===== config.mk =====
export PLATFORM = sky130hd
export DESIGN_NAME = base_relocation_parser_core
export DESIGN_NICKNAME = d
export VERILOG_FILES = /design/src/rtl/brp_pkg.sv /design/src/rtl/brp_parser.sv /design/src/rtl/brp_out_stage.sv /design/src/rtl/base_relocation_parser_core.sv
export SDC_FILE = /design/constraint.sdc
export NUM_CORES = 1
export LEC_CHECK = 0
export ABC_CLOCK_PERIOD_IN_PS = 18300
export BUFFER_PORTS_ARGS = -buffer_cell sky130_fd_sc_hd__buf_2
export CORE_MARGIN = 10
export CORE_UTILIZATION = 49
export CTS_BUF_LIST = sky130_fd_sc_hd__clkbuf_4 sky130_fd_sc_hd__clkbuf_8 sky130_fd_sc_hd__clkbuf_16
export DETAILED_ROUTE_END_ITERATION = 6
export PLACE_DENSITY = 0.7
export SLEW_MARGIN = 10
export SYNTH_ARGS = -nofsm -noshare
export SYNTH_HDL_FRONTEND = slang
export SYNTH_SLANG_ARGS = --single-unit

===== constraint.sdc =====
create_clock -name clk -period 18.3 [get_ports clk]
set_input_delay 0.915 -clock clk [delete_from_list [all_inputs] [get_ports clk]]
set_output_delay 0.915 -clock clk [all_outputs]
set_load 0.01 [all_outputs]

===== src/rtl/brp_pkg.sv =====
// ----------------------------------------------------------------------------
// brp_pkg - base relocation parser shared types and constants
// Relocation type codes, header phase encoding and the patch request that
// passes from the parser to the output stage.
// ----------------------------------------------------------------------------
package brp_pkg;

  localparam int unsigned HW_W       = 16;
  localparam int unsigned ADDR_W     = 64;
  localparam int unsigned DIR_W      = 32;
  localparam int unsigned OFF_W      = 12;
  localparam int unsigned ENTRIES_W  = 31;
  localparam int unsigned CFG_IDX_W  = 2;

  // Relocation entry types (bits 15..12 of an entry)
  localparam logic [3:0] REL_HIGH    = 4'd1;
  localparam logic [3:0] REL_LOW     = 4'd2;
  localparam logic [3:0] REL_HIGHLOW = 4'd3;
  localparam logic [3:0] REL_DIR64   = 4'd10;

  // Minimum legal block size (header only)
  localparam logic [DIR_W-1:0] BLOCK_HDR_BYTES = 32'd8;

  // Configuration register indexes
  localparam logic [CFG_IDX_W-1:0] CFG_LOAD_BASE = 2'd0;
  localparam logic [CFG_IDX_W-1:0] CFG_DELTA     = 2'd1;
  localparam logic [CFG_IDX_W-1:0] CFG_DIR_SIZE  = 2'd2;

  // Patch widths as presented on the result channel
  localparam logic [1:0] PW_16 = 2'd0;
  localparam logic [1:0] PW_32 = 2'd1;
  localparam logic [1:0] PW_64 = 2'd2;

  typedef enum logic [4:0] {
    PH_PAGE_LO = 5'b00001,
    PH_PAGE_HI = 5'b00010,
    PH_SIZE_LO = 5'b00100,
    PH_SIZE_HI = 5'b01000,
    PH_ENTRY   = 5'b10000
  } phase_t;

  typedef enum logic [1:0] {
    ADD_LOW16  = 2'd0,
    ADD_HIGH16 = 2'd1,
    ADD_LOW32  = 2'd2,
    ADD_FULL   = 2'd3
  } addend_sel_t;

  typedef struct packed {
    logic              emit;
    addend_sel_t       sel;
    logic [DIR_W:0]    page_off;   // page offset plus entry offset
  } patch_req_t;

endpackage


===== src/rtl/brp_parser.sv =====
// ----------------------------------------------------------------------------
// brp_parser - relocation directory header/entry parser
// Holds the block parsing state and decodes one halfword per step into an
// optional patch request.
// ----------------------------------------------------------------------------
module brp_parser (
  input  logic                           clk,
  input  logic                           rst_n,
  input  logic                           step,
  input  logic [brp_pkg::HW_W-1:0]       halfword,
  input  logic                           start_of_directory,
  input  logic [brp_pkg::DIR_W-1:0]      directory_size,
  input  logic                           delta_nz,
  output brp_pkg::patch_req_t            req
);

  brp_pkg::phase_t                   phase_r, phase_nxt, phase_eff;
  logic [brp_pkg::DIR_W-1:0]         page_offset_r, page_offset_nxt, page_offset_eff;
  logic [brp_pkg::HW_W-1:0]          size_low_r, size_low_nxt, size_low_eff;
  logic [brp_pkg::ENTRIES_W-1:0]     entries_left_r, entries_left_nxt, entries_left_eff;
  logic [brp_pkg::DIR_W-1:0]         bytes_consumed_r, bytes_consumed_nxt, bytes_consumed_eff;
  logic                              finished_r, finished_nxt, finished_eff;

  logic [brp_pkg::DIR_W-1:0]         blk_bytes;
  logic [brp_pkg::DIR_W:0]           size_sum;
  logic [brp_pkg::DIR_W-1:0]         size_body;
  logic [brp_pkg::ENTRIES_W-1:0]     entry_count;
  logic [brp_pkg::ENTRIES_W-1:0]     entries_dec;
  logic                              kind_ok;
  brp_pkg::addend_sel_t              sel;

  // start of directory wipes the parser before the halfword is looked at
  always_comb begin
    if (start_of_directory) begin
      phase_eff          = brp_pkg::PH_PAGE_LO;
      page_offset_eff    = '0;
      size_low_eff       = '0;
      entries_left_eff   = '0;
      bytes_consumed_eff = '0;
      finished_eff       = 1'b0;
    end else begin
      phase_eff          = phase_r;
      page_offset_eff    = page_offset_r;
      size_low_eff       = size_low_r;
      entries_left_eff   = entries_left_r;
      bytes_consumed_eff = bytes_consumed_r;
      finished_eff       = finished_r;
    end
  end

  assign blk_bytes   = {halfword, size_low_eff};
  assign size_sum    = {1'b0, bytes_consumed_eff} + {1'b0, blk_bytes};
  assign size_body   = blk_bytes - brp_pkg::BLOCK_HDR_BYTES;
  assign entry_count = size_body[brp_pkg::DIR_W-1:1];
  assign entries_dec = entries_left_eff - 1'b1;

  always_comb begin
    kind_ok = 1'b1;
    sel     = brp_pkg::ADD_FULL;
    case (halfword[15:12])
      brp_pkg::REL_LOW:     sel = brp_pkg::ADD_LOW16;
      brp_pkg::REL_HIGH:    sel = brp_pkg::ADD_HIGH16;
      brp_pkg::REL_HIGHLOW: sel = brp_pkg::ADD_LOW32;
      brp_pkg::REL_DIR64:   sel = brp_pkg::ADD_FULL;
      default:              kind_ok = 1'b0;
    endcase
  end

  always_comb begin
    phase_nxt          = phase_eff;
    page_offset_nxt    = page_offset_eff;
    size_low_nxt       = size_low_eff;
    entries_left_nxt   = entries_left_eff;
    bytes_consumed_nxt = bytes_consumed_eff;
    finished_nxt       = finished_eff;
    req.emit           = 1'b0;
    req.sel            = sel;
    req.page_off       = {1'b0, page_offset_eff} +
                         {{(brp_pkg::DIR_W + 1 - brp_pkg::OFF_W){1'b0}},
                          halfword[brp_pkg::OFF_W-1:0]};
    if (!finished_eff) begin
      case (phase_eff)
        brp_pkg::PH_PAGE_HI: begin
          page_offset_nxt = {halfword, page_offset_eff[15:0]};
          phase_nxt       = brp_pkg::PH_SIZE_LO;
        end
        brp_pkg::PH_SIZE_LO: begin
          size_low_nxt = halfword;
          phase_nxt    = brp_pkg::PH_SIZE_HI;
        end
        brp_pkg::PH_SIZE_HI: begin
          if (blk_bytes < brp_pkg::BLOCK_HDR_BYTES) begin
            finished_nxt = 1'b1;
          end else begin
            bytes_consumed_nxt = size_sum[brp_pkg::DIR_W] ? '1 : size_sum[brp_pkg::DIR_W-1:0];
            entries_left_nxt   = entry_count;
            if (entry_count != '0) begin
              phase_nxt = brp_pkg::PH_ENTRY;
            end else begin
              phase_nxt = brp_pkg::PH_PAGE_LO;
            end
          end
        end
        brp_pkg::PH_ENTRY: begin
          req.emit         = delta_nz && kind_ok;
          entries_left_nxt = entries_dec;
          if (entries_dec == '0) begin
            phase_nxt = brp_pkg::PH_PAGE_LO;
          end
        end
        default: begin
          // new block header, unless the directory is used up
          if (bytes_consumed_eff >= directory_size) begin
            finished_nxt = 1'b1;
          end else begin
            page_offset_nxt = {{(brp_pkg::DIR_W - brp_pkg::HW_W){1'b0}}, halfword};
            phase_nxt       = brp_pkg::PH_PAGE_HI;
          end
        end
      endcase
    end
  end

  always_ff @(posedge clk) begin
    if (!rst_n) begin
      phase_r          <= brp_pkg::PH_PAGE_LO;
      page_offset_r    <= '0;
      size_low_r       <= '0;
      entries_left_r   <= '0;
      bytes_consumed_r <= '0;
      finished_r       <= 1'b0;
    end else if (step) begin
      phase_r          <= phase_nxt;
      page_offset_r    <= page_offset_nxt;
      size_low_r       <= size_low_nxt;
      entries_left_r   <= entries_left_nxt;
      bytes_consumed_r <= bytes_consumed_nxt;
      finished_r       <= finished_nxt;
    end
  end

endmodule


===== src/rtl/brp_out_stage.sv =====
// ----------------------------------------------------------------------------
// brp_out_stage - patch command formation and result register
// Adds the load base to the page/entry offset, picks the addend slice of the
// delta and holds the command until the receiver takes it.
// ----------------------------------------------------------------------------
module brp_out_stage (
  input  logic                           clk,
  input  logic                           rst_n,
  input  logic                           take,
  input  brp_pkg::patch_req_t            req,
  input  logic [brp_pkg::ADDR_W-1:0]     load_base,
  input  logic [brp_pkg::ADDR_W-1:0]     reloc_delta,
  input  logic                           out_ready,
  output logic                           out_valid,
  output logic [brp_pkg::ADDR_W-1:0]     out_patch_address,
  output logic [1:0]                     out_patch_width,
  output logic [brp_pkg::ADDR_W-1:0]     out_addend
);

  logic                          valid_r, valid_nxt;
  logic [brp_pkg::ADDR_W-1:0]    addr_r, addr_nxt;
  logic [1:0]                    width_r, width_nxt;
  logic [brp_pkg::ADDR_W-1:0]    addend_r, addend_nxt;
  logic                          load;

  assign load     = take && req.emit;
  assign addr_nxt = load_base +
                    {{(brp_pkg::ADDR_W - brp_pkg::DIR_W - 1){1'b0}}, req.page_off};

  always_comb begin
    case (req.sel)
      brp_pkg::ADD_LOW16: begin
        width_nxt  = brp_pkg::PW_16;
        addend_nxt = {48'd0, reloc_delta[15:0]};
      end
      brp_pkg::ADD_HIGH16: begin
        width_nxt  = brp_pkg::PW_16;
        addend_nxt = {48'd0, reloc_delta[31:16]};
      end
      brp_pkg::ADD_LOW32: begin
        width_nxt  = brp_pkg::PW_32;
        addend_nxt = {32'd0, reloc_delta[31:0]};
      end
      default: begin
        width_nxt  = brp_pkg::PW_64;
        addend_nxt = reloc_delta;
      end
    endcase
  end

  assign valid_nxt = load ? 1'b1 : (out_ready ? 1'b0 : valid_r);

  always_ff @(posedge clk) begin
    if (!rst_n) begin
      valid_r <= 1'b0;
    end else begin
      valid_r <= valid_nxt;
    end
  end

  always_ff @(posedge clk) begin
    if (load) begin
      addr_r   <= addr_nxt;
      width_r  <= width_nxt;
      addend_r <= addend_nxt;
    end
  end

  assign out_valid         = valid_r;
  assign out_patch_address = addr_r;
  assign out_patch_width   = width_r;
  assign out_addend        = addend_r;

endmodule


===== src/rtl/base_relocation_parser_core.sv =====
// ----------------------------------------------------------------------------
// base_relocation_parser_core - PE base relocation directory parser
// Turns a halfword stream of the relocation directory into patch commands.
// ----------------------------------------------------------------------------
// Usage:
//   in_*   : one directory halfword per transaction; in_start_of_directory
//            marks the first halfword and restarts the parser.
//   out_*  : patch commands (address, width code, addend). Entries of other
//            types, header halfwords and anything after the directory end
//            produce no transaction.
//   cfg_*  : register writes (load base, relocation delta, directory size),
//            always ready; write only while the block is idle.
//   A command passes the input register, then the result register, after
//   its halfword is accepted. Throughput: one halfword per cycle while the
//   receiver keeps up; the parser state updates in a single step as the
//   input register drains into the result register.
//   When the receiver stalls, the result register holds, the input register
//   fills and in_ready drops only once both are occupied.
//   Reset (synchronous, active low) empties both registers, zeroes the
//   configuration and leaves the parser expecting a block header.
// ----------------------------------------------------------------------------
module base_relocation_parser_core (
  input  logic                               clk,
  input  logic                               rst_n,
  input  logic                               in_valid,
  output logic                               in_ready,
  input  logic [brp_pkg::HW_W-1:0]           in_halfword,
  input  logic                               in_start_of_directory,
  output logic                               out_valid,
  input  logic                               out_ready,
  output logic [brp_pkg::ADDR_W-1:0]         out_patch_address,
  output logic [1:0]                         out_patch_width,
  output logic [brp_pkg::ADDR_W-1:0]         out_addend,
  input  logic                               cfg_valid,
  output logic                               cfg_ready,
  input  logic [brp_pkg::CFG_IDX_W-1:0]      cfg_index,
  input  logic [brp_pkg::ADDR_W-1:0]         cfg_data
);

  logic                          s0_valid_r, s0_valid_nxt;
  logic [brp_pkg::HW_W-1:0]      s0_hw_r;
  logic                          s0_sod_r;
  logic                          advance;
  logic                          in_acc;

  logic [brp_pkg::ADDR_W-1:0]    load_base_r;
  logic [brp_pkg::ADDR_W-1:0]    reloc_delta_r;
  logic [brp_pkg::DIR_W-1:0]     dir_size_r;

  brp_pkg::patch_req_t           req;

  assign cfg_ready = 1'b1;

  always_ff @(posedge clk) begin
    if (!rst_n) begin
      load_base_r   <= '0;
      reloc_delta_r <= '0;
      dir_size_r    <= '0;
    end else if (cfg_valid) begin
      case (cfg_index)
        brp_pkg::CFG_LOAD_BASE: load_base_r   <= cfg_data;
        brp_pkg::CFG_DELTA:     reloc_delta_r <= cfg_data;
        brp_pkg::CFG_DIR_SIZE:  dir_size_r    <= cfg_data[brp_pkg::DIR_W-1:0];
        default: ;
      endcase
    end
  end

  // input register drains whenever the result register is free or emptying
  assign advance      = s0_valid_r && (!out_valid || out_ready);
  assign in_ready     = !s0_valid_r || advance;
  assign in_acc       = in_valid && in_ready;
  assign s0_valid_nxt = in_acc ? 1'b1 : (advance ? 1'b0 : s0_valid_r);

  always_ff @(posedge clk) begin
    if (!rst_n) begin
      s0_valid_r <= 1'b0;
    end else begin
      s0_valid_r <= s0_valid_nxt;
    end
  end

  always_ff @(posedge clk) begin
    if (in_acc) begin
      s0_hw_r  <= in_halfword;
      s0_sod_r <= in_start_of_directory;
    end
  end

  brp_parser u_parser (
    .clk                (clk),
    .rst_n              (rst_n),
    .step               (advance),
    .halfword           (s0_hw_r),
    .start_of_directory (s0_sod_r),
    .directory_size     (dir_size_r),
    .delta_nz           (reloc_delta_r != '0),
    .req                (req)
  );

  brp_out_stage u_out (
    .clk               (clk),
    .rst_n             (rst_n),
    .take              (advance),
    .req               (req),
    .load_base         (load_base_r),
    .reloc_delta       (reloc_delta_r),
    .out_ready         (out_ready),
    .out_valid         (out_valid),
    .out_patch_address (out_patch_address),
    .out_patch_width   (out_patch_width),
    .out_addend        (out_addend)
  );

  // a held halfword must not be overwritten while the result side is stalled
  a_s0_hold: assert property (@(posedge clk) disable iff (!rst_n)
    (s0_valid_r && !advance) |=> (s0_valid_r && $stable(s0_hw_r) && $stable(s0_sod_r)))
    else $error("input register lost a pending transaction");

  // no command ever goes out with a zero delta
  a_zero_delta: assert property (@(posedge clk) disable iff (!rst_n)
    (advance && reloc_delta_r == '0) |=> !($rose(out_valid)))
    else $error("patch command emitted with zero delta");

  // 16-bit patches carry a 16-bit addend, 32-bit ones a 32-bit addend
  a_addend_width: assert property (@(posedge clk) disable iff (!rst_n)
    out_valid |-> ((out_patch_width == brp_pkg::PW_16 && out_addend[63:16] == '0) ||
                   (out_patch_width == brp_pkg::PW_32 && out_addend[63:32] == '0) ||
                   (out_patch_width == brp_pkg::PW_64)))
    else $error("addend does not fit the patch width");

  a_reset_empty: assert property (@(posedge clk)
    !rst_n |=> (!out_valid && !s0_valid_r))
    else $error("pipeline not empty after reset");

endmodule

After elaboration in Yosys (flattened, before gate mapping)
Cells that the tools add are included.
{ "word_totals": {"out_inout_bits": 133, "register_bits": 426, "elab_cells": 95, "inputBits": 88} }
{ "classes": {"n_addsub": 5, "eq_ne": 12, "muxes": 38, "magnitude_cmp": 2, "reduce_logical": 22} }
{ "op_table": {"columns": ["cell", "count"], "rows": [
  ["$mux 32", 8],
  ["$pmux 64 s3", 1],
  ["$mux 31", 3],
  ["$add 64x33->64", 1],
  ["$pmux 32 s2", 1],
  ["$reduce_bool 64->1", 1],
  ["$pmux 31 s2", 1],
  ["$mux 16", 3],
  ["$add 32x12->33", 1],
  ["$add 32x32->33", 1],
  ["$ge 32x32->1", 1],
  ["$lt 32x4->1 const B", 1],
  ["$sub 32x4->32 const B", 1],
  ["$logic_not 31->1", 1],
  ["$reduce_bool 31->1", 1],
  ["$sub 31x1->31 const B", 1],
  ["$mux 5", 6],
  ["$pmux 5 s4", 1],
  ["$mux 1", 11],
  ["$eq 4x2->1 const B", 2],
  ["$pmux 2 s3", 1],
  ["$reduce_and 2->1", 3],
  ["$reduce_or 3->1", 2],
  ["$eq 5x2->1 const B", 1],
  ["16 further kinds", 25]
]} }

Depth between registers and ports, before layout
Gate-level depths: netlist (run 1).
{ "depth": {"word_depth": 8, "ltp_mapped": 22, "ltp_nobuf": 17} }

Hierarchy
From an unflattened synthesis (run 1), not the netlist that was laid out.
{ "unflattened": {"hier_cells": 2816, "hier_area_um2": 24496.0} }
{ "by_module_without_submodules": {"columns": ["module", "instances", "cells_each", "area_per_inst_um2"], "rows": [
  ["brp_parser", 1, 1503, 10930.5],
  ["brp_out_stage", 1, 567, 6901.6],
  ["base_relocation_parser_core", 1, 746, 6663.9]
]} }

Least setup slack after synthesis (run 1)
No wires, ideal clock.
{ "synth_timing": {"path_kind": "input to register", "start": "input port out_ready", "end": "register u_out.addend_r, in the netlist u_out.out_addend[0] (enable)", "n_path_buf": 2, "required_ns": 17.359, "arrival_time_ns": 14.155, "path_slack_ns": 3.204, "cell_stages": 6, "cell_sequence": "nor2b_1 nor2b_1 clkbuf_1 nand2_1 clkbuf_1 nor4_1"} }
{ "synth_via": {"elab_chain_cells": 3} }
{ "synth_lines": {"columns": ["element", "line_no", "rtl"], "rows": [
  ["start, declared", "base_relocation_parser_core.sv:30", "input logic out_ready,"],
  ["$logic_or 1x1->1", "base_relocation_parser_core.sv:70", "assign advance = s0_valid_r && (!out_valid || out_ready);"],
  ["$logic_and 1x1->1", "base_relocation_parser_core.sv:70", null],
  ["$logic_and 1x1->1", "brp_out_stage.sv:26", "assign load = take && req.emit;"],
  ["named net u_out.load", "brp_out_stage.sv:24", "logic load;"],
  ["end signal, assigned", "brp_out_stage.sv:65", "addend_r <= addend_nxt;"],
  ["end, declared", "brp_out_stage.sv:23", "logic [brp_pkg::ADDR_W-1:0] addend_r, addend_nxt;"]
]} }
The timed path passes the listed nets, and every way through them passes these cells.
A chain may end at the register's enable or synchronous reset.

Worst setup path after layout (run 1)
{ "layout_timing": {"start": "register s0_sod_r", "end": "register u_out.addr_r, in the netlist u_out.out_patch_address[48] (data pin)"} }
{ "layout_via": {"elab_chain_cells": 3} }
{ "layout_lines": {"columns": ["element", "line_no", "rtl"], "rows": [
  ["start, declared", "base_relocation_parser_core.sv:42", "logic s0_sod_r;"],
  ["start signal, assigned", "base_relocation_parser_core.sv:86", "s0_sod_r <= in_start_of_directory;"],
  ["$mux 32", "brp_parser.sv:34", "if (start_of_directory) begin"],
  ["$add 32x12->33", "brp_parser.sv:78", "req.page_off = {1'b0, page_offset_eff} +"],
  ["$add 64x33->64", "brp_out_stage.sv:27", "assign addr_nxt = load_base +"],
  ["named net u_out.addr_nxt (one bit)", "brp_out_stage.sv:21", "logic [brp_pkg::ADDR_W-1:0] addr_r, addr_nxt;"],
  ["end signal, assigned", "brp_out_stage.sv:63", "addr_r <= addr_nxt;"],
  ["end, declared", "brp_out_stage.sv:21", null]
]} }
The timed path passes the listed nets, and every way through them passes these cells.

==> parameters.txt, run 1 <==
Parameter                              Value

Drt
  Initial drt markers    roughly 2600
  Remaining antenna violation count    0
  Met3 routed WL    7020 µm
  Uppermost layer routed    met5
  Post-detailed-route DRC marker count    0
  Vias post-DR    21016
  Metal-1 WL    33650 µm
  Wire length per cell    21.93 µm
  Total wire length after detailed routing    75780 µm
  Met2 WL post-DR    between 30000 and 40000 µm
  Detailed-route vias per instance    6.083
  Total iterations of the first detailed-routing run    6

Timing
  Number of endpoints with negative hold slack in the final report    0
  Pin slew with the least headroom to its limit    1.325 ns
  Final setup violation count    0
  Headroom to the max-slew limit    between 10% and 20%
  Period Utilization, post-route    roughly a third
  Highest achievable clock rate    0.1661 GHz
  Number of max-slew violations in the final report    0
  Post-route setup TNS    0 ns
  Final critical-path setup slack    12.28 ns
  Layout Skew    0.03760 ns
  Min Tclk post-route    6.020 ns
  RSZ-0062 raised after global routing    false

Global route
  Maximum number of pins on one net before global-route repair    between 90 and 100
  Combined global-route utilization of all metal layers    between 20% and 30%
  Wire length of the first global-routing pass    116000 µm
  Via count of the first global-routing pass    19753
  Aggregate global routing overflow    0
  Number of antenna violations at the first check in global routing    5

Logic synthesis
  Warnings from Yosys    0
  Cell type with the largest total area after synthesis    sky130_fd_sc_hd__dfxtp_1
  Number of synthesized register bits    426
  Mean cell area of the mapped netlist    8.635 µm²
  Post-synthesis sequential area ratio    a little over two fifths
  Net Count, Synth    slightly below 3000
  Main synth FF type    sky130_fd_sc_hd__dfxtp_1
  Cells after synthesis    2685
  Async set-reset flop share out of synthesis    0%
  Cell types with the largest area share after synthesis    sky130_fd_sc_hd__dfxtp_1, sky130_fd_sc_hd__edfxtp_1, sky130_fd_sc_hd__nand2_1
  Total standard cell area after synthesis    23190 µm²
  Count of unique library cells instantiated by Yosys    82
  Most numerous cell in the Yosys netlist    sky130_fd_sc_hd__nand2_1
  Number of enable-type register cells in the synthesized netlist    147
  Synth top area share    24.09%
  Most common library cells after synthesis    sky130_fd_sc_hd__nand2_1, sky130_fd_sc_hd__dfxtp_1, sky130_fd_sc_hd__a21oi_1, sky130_fd_sc_hd__nor2_1, sky130_fd_sc_hd__clkbuf_1

Clocking
  Count of hold-fix buffers inserted at cts    0
  Count of instances resized after the clock tree is built    0
  Postcts setup bufs    0
  Clk buf depth    3
  H-tree depth    2
  Clock sinks    around 430
  Number of buffers created by CTS    46
  CTS tree    yes
  Cell at the root of the clock tree    sky130_fd_sc_hd__clkbuf_16
  Clock latency of the later-clocked register in the worst-skew pair    0.62 ns
  Reg clk slew, reported paths    around 0.060 ns

Setup path
  Startpoint types    flip-flop
  CP max FO    65
  Setup slack of the worst register-to-register path    12.28 ns
  Required time of the critical path    around 19 ns
  Kind of end point of the critical path    flip-flop
  Worst Path Class, Setup    flip-flop to flip-flop
  Endpoint arrival time on the critical path    6.36 ns

Layout
  Number of filler cells placed in the layout    4131
  Nets    approximately 3000
  Area Overhead vs Synth    13.10%
  Share of post-route cells with drive strength above 1    13.19%
  Post-layout instance area    around 26000 µm²

Placed design
  Placed cell area    about 25000 µm²
  Pre-CTS worst setup slack    about 12 ns
  Quantity of I/O buffers inserted on ports    between 200 and 250
  HPWL after DPL    54050 µm
  Gp weighted congestion    0.9893

Die
  Placement Rows    79
  Die outline width    about 240 µm
  Boundary Pins    221
  Initial Util    49.70%
  Total Die Area    around 56000 µm²
  Area of the placeable core    46650 µm²
  Height of the die    between 200 and 250 µm

Pwr
  Max VDD drop    0.00007164 V
  Static leakage power    0.01066 µW
  Pwr dens    85.30 nW/µm²
  Overall Power    2237 µW

Min path
  Path class of the lowest-slack min-delay path    flip-flop to flip-flop

Job
  Count of maximum capacitance violations    0

Status
  Run status    completed
==> layer usage <==
metal  up-vias  GRT usage, %
met5         -             0
met4         6         7.244
met3       140         5.033
met2       996         39.38
met1     10141         36.54
li1       9733             -
==> stage by stage <==
| step | hold slack (ns) | util (%) | std cells |
|---|---|---|---|
| floorplan | 0.4274 | - | 2685 |
| detailed placement | 0.4405 | 52.69 | 3365 |
| finish | 0.4481 | 56.21 | 3455 |
| global route | 0.4642 | 56.20 | 3454 |
| global placement | 0.4340 | 52.69 | 3365 |
| CTS | 0.4476 | 56.17 | 3451 |
==> report_power, final <==
part | switching (µW) | leakage [µW] | total [µW] | internal [µW]
clock | 424 | 0.000798 | 994 | 570
combinational | 145 | 0.00609 | 217 | 72.3
sequential | 27.7 | 0.00377 | 1030 | 998
total | 596 | 0.0107 | 2240 | 1640
==> final timing paths <==
check / start / to / cells past startpoint
setup / recovery: s0_sod_r$_DFFE_PP_ / u_out.out_patch_address[48]$_DFFE_PP_ / 16
setup reg to reg: s0_sod_r$_DFFE_PP_ / u_out.out_patch_address[48]$_DFFE_PP_ / 16
hold reg to reg: u_parser.bytes_consumed_r[21]$_SDFFE_PN0P_ / u_parser.bytes_consumed_r[21]$_SDFFE_PN0P_ / 2
hold / removal: u_parser.bytes_consumed_r[21]$_SDFFE_PN0P_ / u_parser.bytes_consumed_r[21]$_SDFFE_PN0P_ / 2
==> cell usage in the layout, fill, tap and decap left out, types with 61 or more instances in the layout <==
master	instances
sky130_fd_sc_hd__nor2_1	206
sky130_fd_sc_hd__nor3_1	61
sky130_fd_sc_hd__dfxtp_1	279
sky130_fd_sc_hd__a21oi_1	276
sky130_fd_sc_hd__nor2b_1	94
sky130_fd_sc_hd__ha_1	109
sky130_fd_sc_hd__xor2_1	65
sky130_fd_sc_hd__edfxtp_1	147
sky130_fd_sc_hd__o21ai_0	93
sky130_fd_sc_hd__nand2_1	444
sky130_fd_sc_hd__buf_2	219
sky130_fd_sc_hd__a22oi_1	73
sky130_fd_sc_hd__xnor2_1	71
sky130_fd_sc_hd__inv_1	73
==> cell type report <==
cell class	count	area, µm²	area share [%]
Sequential cell	426	10000	38.13
Multi-Input combinational cell	2010	12240	46.66
Inverter	75	286.5	1.093
Clock buffer	58	1301	4.962
Timing Repair Buffer	247	1306	4.981
Clock inverter	28	324.1	1.236
Tap cell	607	759.5	2.896
Antenna cell	4	10.01	0.03817
==> flip-flops by register name, summed over array words and instances (netlist names), 31 cells and up <==
name	cells
load_base_r	64
u_parser.entries_left_r	31
u_out.out_patch_address	64
dir_size_r	32
u_parser.page_offset_r	32
u_out.out_addend	64
reloc_delta_r	64
u_parser.bytes_consumed_r	32
==> critical path, stage by stage (launching register included) <==
cell and delay, ns:
sky130_fd_sc_hd__edfxtp_1 0.33, sky130_fd_sc_hd__buf_4 0.31, sky130_fd_sc_hd__buf_4 0.53, sky130_fd_sc_hd__buf_4 0.67, sky130_fd_sc_hd__nor2b_1 0.13, sky130_fd_sc_hd__fa_1 0.48, sky130_fd_sc_hd__ha_1 0.35, sky130_fd_sc_hd__inv_1 0.07
sky130_fd_sc_hd__o21ai_0 0.10, sky130_fd_sc_hd__a221oi_1 0.51, sky130_fd_sc_hd__o41ai_1 0.15, sky130_fd_sc_hd__buf_4 0.18, sky130_fd_sc_hd__a31oi_1 0.39, sky130_fd_sc_hd__o22ai_1 0.24, sky130_fd_sc_hd__nor2_1 0.87, sky130_fd_sc_hd__nor4b_1 0.17
sky130_fd_sc_hd__xor2_1 0.21
==> cells by family (layout without fill, tap and decap cells) <==
family	count (synthesis)	after routing	share of synthesized area, %
AO/OA/AOI/OAI	655	655	17.42
flip-flops	426	426	43.13
buffers and inverters	249	408	4.295
multiplexers	24	24	1.128
adder cells (fa/ha/maj)	126	126	7.220
other	1	5	0.01617
XOR/XNOR	136	136	5.137
AND/OR/NAND/NOR	1068	1068	21.65
Power figures use the tool's default switching activity.
==> run 2: changes to the inputs <==
- ABC_AREA: default -> 1
- ABC_CLOCK_PERIOD_IN_PS: 18300 -> 5090
- PLACE_DENSITY: 0.7 -> 0.72
- clock period: 18.3 -> 5.09 ns (I/O delays scaled with it)
==> parameters.txt, run 2 <==
Parameter                              Value

Layout
  Area Overhead vs Synth    15.59%
  Nets    4024 (+33%)
  Share of post-route cells with drive strength above 1    11.22% (-2.0 points)
  Number of filler cells placed in the layout    4866 (+18%)
  Area used by sequential logic in the layout    10000 µm² (about the same)
  Most frequent cells in the layout    sky130_fd_sc_hd__nand2_1, sky130_fd_sc_hd__nor2_1, sky130_fd_sc_hd__inv_1, sky130_fd_sc_hd__a21oi_1, sky130_fd_sc_hd__o21ai_0
  Multi-input gate area in the final layout    13320 µm² (+8.9%)
  Commonest non-fill, non-tap cell in the layout    sky130_fd_sc_hd__nand2_1
  Non-filler instance count after layout    4533 (+31%)

Logic synthesis
  Cell types with the largest area share after synthesis    sky130_fd_sc_hd__dfxtp_1, sky130_fd_sc_hd__edfxtp_1, sky130_fd_sc_hd__nand2_1
  Number of enable-type register cells in the synthesized netlist    147 (unchanged)
  Total standard cell area after synthesis    25580 µm² (+10%)
  Async set-reset flop share out of synthesis    0% (unchanged)
  Most common library cells after synthesis    sky130_fd_sc_hd__nand2_1, sky130_fd_sc_hd__nor2_1, sky130_fd_sc_hd__inv_1, sky130_fd_sc_hd__a21oi_1, sky130_fd_sc_hd__o21ai_0
  Cell type with the largest total area after synthesis    sky130_fd_sc_hd__dfxtp_1
  Warnings from Yosys    0 (unchanged)
  Count of unique library cells instantiated by Yosys    52 (-37%)
  Number of synthesized register bits    426 (unchanged)
  Most numerous cell in the Yosys netlist    sky130_fd_sc_hd__nand2_1
  Cells after synthesis    3568 (+33%)
  Main synth FF type    sky130_fd_sc_hd__dfxtp_1
  Mean cell area of the mapped netlist    7.169 µm² (-17%)
  Synth top area share    21.84% (-2.3 points)
  Net Count, Synth    3779 (+30%)
  Post-synthesis sequential area ratio    39.09% (-4.0 points)

Clocking
  Clock latency of the later-clocked register in the worst-skew pair    0.60 ns (-0.02 ns)
  CTS tree    yes
  Count of instances resized after the clock tree is built    0 (unchanged)
  Postcts setup bufs    0 (unchanged)
  Clk buf depth    3 (unchanged)
  H-tree depth    2 (unchanged)
  Number of buffers created by CTS    46 (unchanged)
  Cell at the root of the clock tree    sky130_fd_sc_hd__clkbuf_16
  Reg clk slew, reported paths    0.06 ns (about the same)
  Clock sinks    426 (unchanged)
  Count of hold-fix buffers inserted at cts    77 (+77)

Drt
  Wire length per cell    19.24 µm (-12%)
  Total iterations of the first detailed-routing run    6 (unchanged)
  Detailed-route vias per instance    5.613 (-7.7%)
  Total wire length after detailed routing    87210 µm (+15%)
  Vias post-DR    25443 (+21%)
  Remaining antenna violation count    0 (unchanged)
  Initial drt markers    2978 (+15%)
  Post-detailed-route DRC marker count    0 (unchanged)

Die
  Initial Util    49.66% (about the same)
  Placement Rows    83 (+5.1%)
  Die outline width    248.5 µm (+4.6%)
  Total Die Area    61740 µm² (+9.4%)
  Height of the die    248.5 µm (+4.6%)
  Area of the placeable core    51510 µm² (+10%)
  Boundary Pins    221 (unchanged)

Placed design
  Placed Cells incl. Taps    4368 (+30%)
  Gp weighted congestion    0.9948 (+0.56%)
  Quantity of I/O buffers inserted on ports    219 (unchanged)
  HPWL after DPL    63930 µm (+18%)

Pwr
  Static leakage power    0.01334 µW (+25%)
  Max VDD drop    0.0002376 V (+230%)
  Pwr dens    288.5 nW/µm² (+240%)

Global route
  Via count of the first global-routing pass    23464 (+19%)
  Global routing met1 resource utilization    36.46% (-0.077 points)
  Combined global-route utilization of all metal layers    26.87% (+1.1 points)
  Met3 capacity usage during global routing    4.894% (-0.14 points)
  Number of antenna violations at the first check in global routing    4 (-1)
  Aggregate global routing overflow    0 (unchanged)
  Met2 layer usage reported by global route    42.18% (+2.8 points)
  Busiest layer in global routing    met2
  Maximum number of pins on one net before global-route repair    116 (+20%)
  Wire length of the first global-routing pass    134600 µm (+16%)

Setup path
  Most Frequent Cell on Critical Path    sky130_fd_sc_hd__nand2_1
  Kind of end point of the critical path    flip-flop
  CP max FO    17 (-74%)
  Startpoint types    flip-flop
  Required time of the critical path    5.44 ns (-13.20 ns)
  Worst Path Class, Setup    flip-flop to flip-flop
  Largest delay share family, worst path    compound AO/OA/AOI/OAI gates
  Endpoint arrival time on the critical path    4.79 ns (-1.57 ns)
  WP buf/inv    2 (-3)
  Cell Chain, Critical Path    buf_4 > nor2_1 > fa_1 > inv_1 > fa_1 > nand3b_1 > nand2_1 > a21oi_1 > o21bai_1 > a21boi_0 > o21ai_2 > a21oi_1 > o21ai_2 > nand2_1 > nand2_1 > nand2_1
  Cell with the largest stage delay on the worst path    sky130_fd_sc_hd__edfxtp_1
  Critical Path Max Stage Delay    0.76 ns (-0.11 ns)

Timing
  Post-route setup TNS    0 ns (unchanged)
  Final setup violation count    0 (unchanged)
  Layout Skew    0.02333 ns (-0.01427 ns)
  Number of endpoints with negative hold slack in the final report    0 (unchanged)
  Pin slew with the least headroom to its limit    1.104 ns (-0.2206 ns)
  Highest achievable clock rate    0.2251 GHz (+36%)
  Period Utilization, post-route    87.27% (+54 points)
  Number of max-slew violations in the final report    0 (unchanged)
  RSZ-0062 raised after global routing    false
  Min Tclk post-route    4.442 ns (-1.578 ns)
  Headroom to the max-slew limit    26.30% (+15 points)

Status
  Run status    completed

Min path
  Path class of the lowest-slack min-delay path    input port to flip-flop

Job
  Count of maximum capacitance violations    0 (unchanged)
run 2: metal layers:
metal | vias to the layer above | part of all wire [%]
li1 | 12333 | -
met1 | 11723 | 43
met2 | 1183 | 45
met3 | 202 | 8.9
met4 | 2 | 3.6
met5 | - | 0.015
run 2: final cells by class:
class | count | share of cell area, %
flip-flops and latches | 426 | 33.82
repair buffers | 341 | 7.519
clock buffers | 70 | 4.714
multi-input cells | 2558 | 45.05
diodes | 3 | 0.02539
clock inverters | 15 | 0.3808
inverters | 440 | 5.611
well taps | 680 | 2.877
run 2: per-stage QoR:
step                      total power [µW]  util [%]  hold slack (ns)  setup WS [ns]  area (µm²)
after detailed placement              5138     52.97           0.4326         0.7059       27280
after global routing                  8849     57.40          0.02812         0.3817       29570
final                                 8532     57.40          0.01359         0.6478       29570
after floorplan                       4707         -           0.3534         0.6836       25590
after CTS                             8514     57.39        0.0008311         0.7002       29560
after global placement                5129     52.97           0.4315         0.8036       27280
run 2: logic make-up after synthesis:
group	Yosys count	share of synthesized area, %
xor+xnor	88	3.013
fa+ha+maj	123	6.427
compound gates	908	18.91
buf+inv	584	9.010
simple gates	1438	23.53
flops	426	39.09
other cells	1	0.01466
run 2: final timing paths:
kind | from | to | slack (ns) | depth (start not counted)
setup / recovery | s0_sod_r$_DFFE_PP_ | u_out.out_patch_address[45]$_DFFE_PP_ | 0.65 | 16
hold / removal | in_valid | s0_valid_r$_SDFFE_PN0P_ | 0.01 | 3
setup reg to reg | s0_sod_r$_DFFE_PP_ | u_out.out_patch_address[45]$_DFFE_PP_ | 0.65 | 16
hold reg to reg | dir_size_r[21]$_SDFFE_PN0P_ | dir_size_r[21]$_SDFFE_PN0P_ | 0.46 | 2
run 2: where the power goes:
part           total, µW  switching, µW  internal [µW]
clock               3370           1470           1900
sequential          3770            109           3660
combinational       1390            945            450
run 2: worst register-to-register path, stage by stage (launching register included):
cell and delay [ns]:
sky130_fd_sc_hd__edfxtp_1 0.76, sky130_fd_sc_hd__buf_4 0.35, sky130_fd_sc_hd__nor2_1 0.11, sky130_fd_sc_hd__fa_1 0.53
sky130_fd_sc_hd__inv_1 0.07, sky130_fd_sc_hd__fa_1 0.45, sky130_fd_sc_hd__nand3b_1 0.17, sky130_fd_sc_hd__nand2_1 0.10
sky130_fd_sc_hd__a21oi_1 0.13, sky130_fd_sc_hd__o21bai_1 0.21, sky130_fd_sc_hd__a21boi_0 0.23, sky130_fd_sc_hd__o21ai_2 0.29
sky130_fd_sc_hd__a21oi_1 0.16, sky130_fd_sc_hd__o21ai_2 0.40, sky130_fd_sc_hd__nand2_1 0.11, sky130_fd_sc_hd__nand2_1 0.08
sky130_fd_sc_hd__nand2_1 0.05
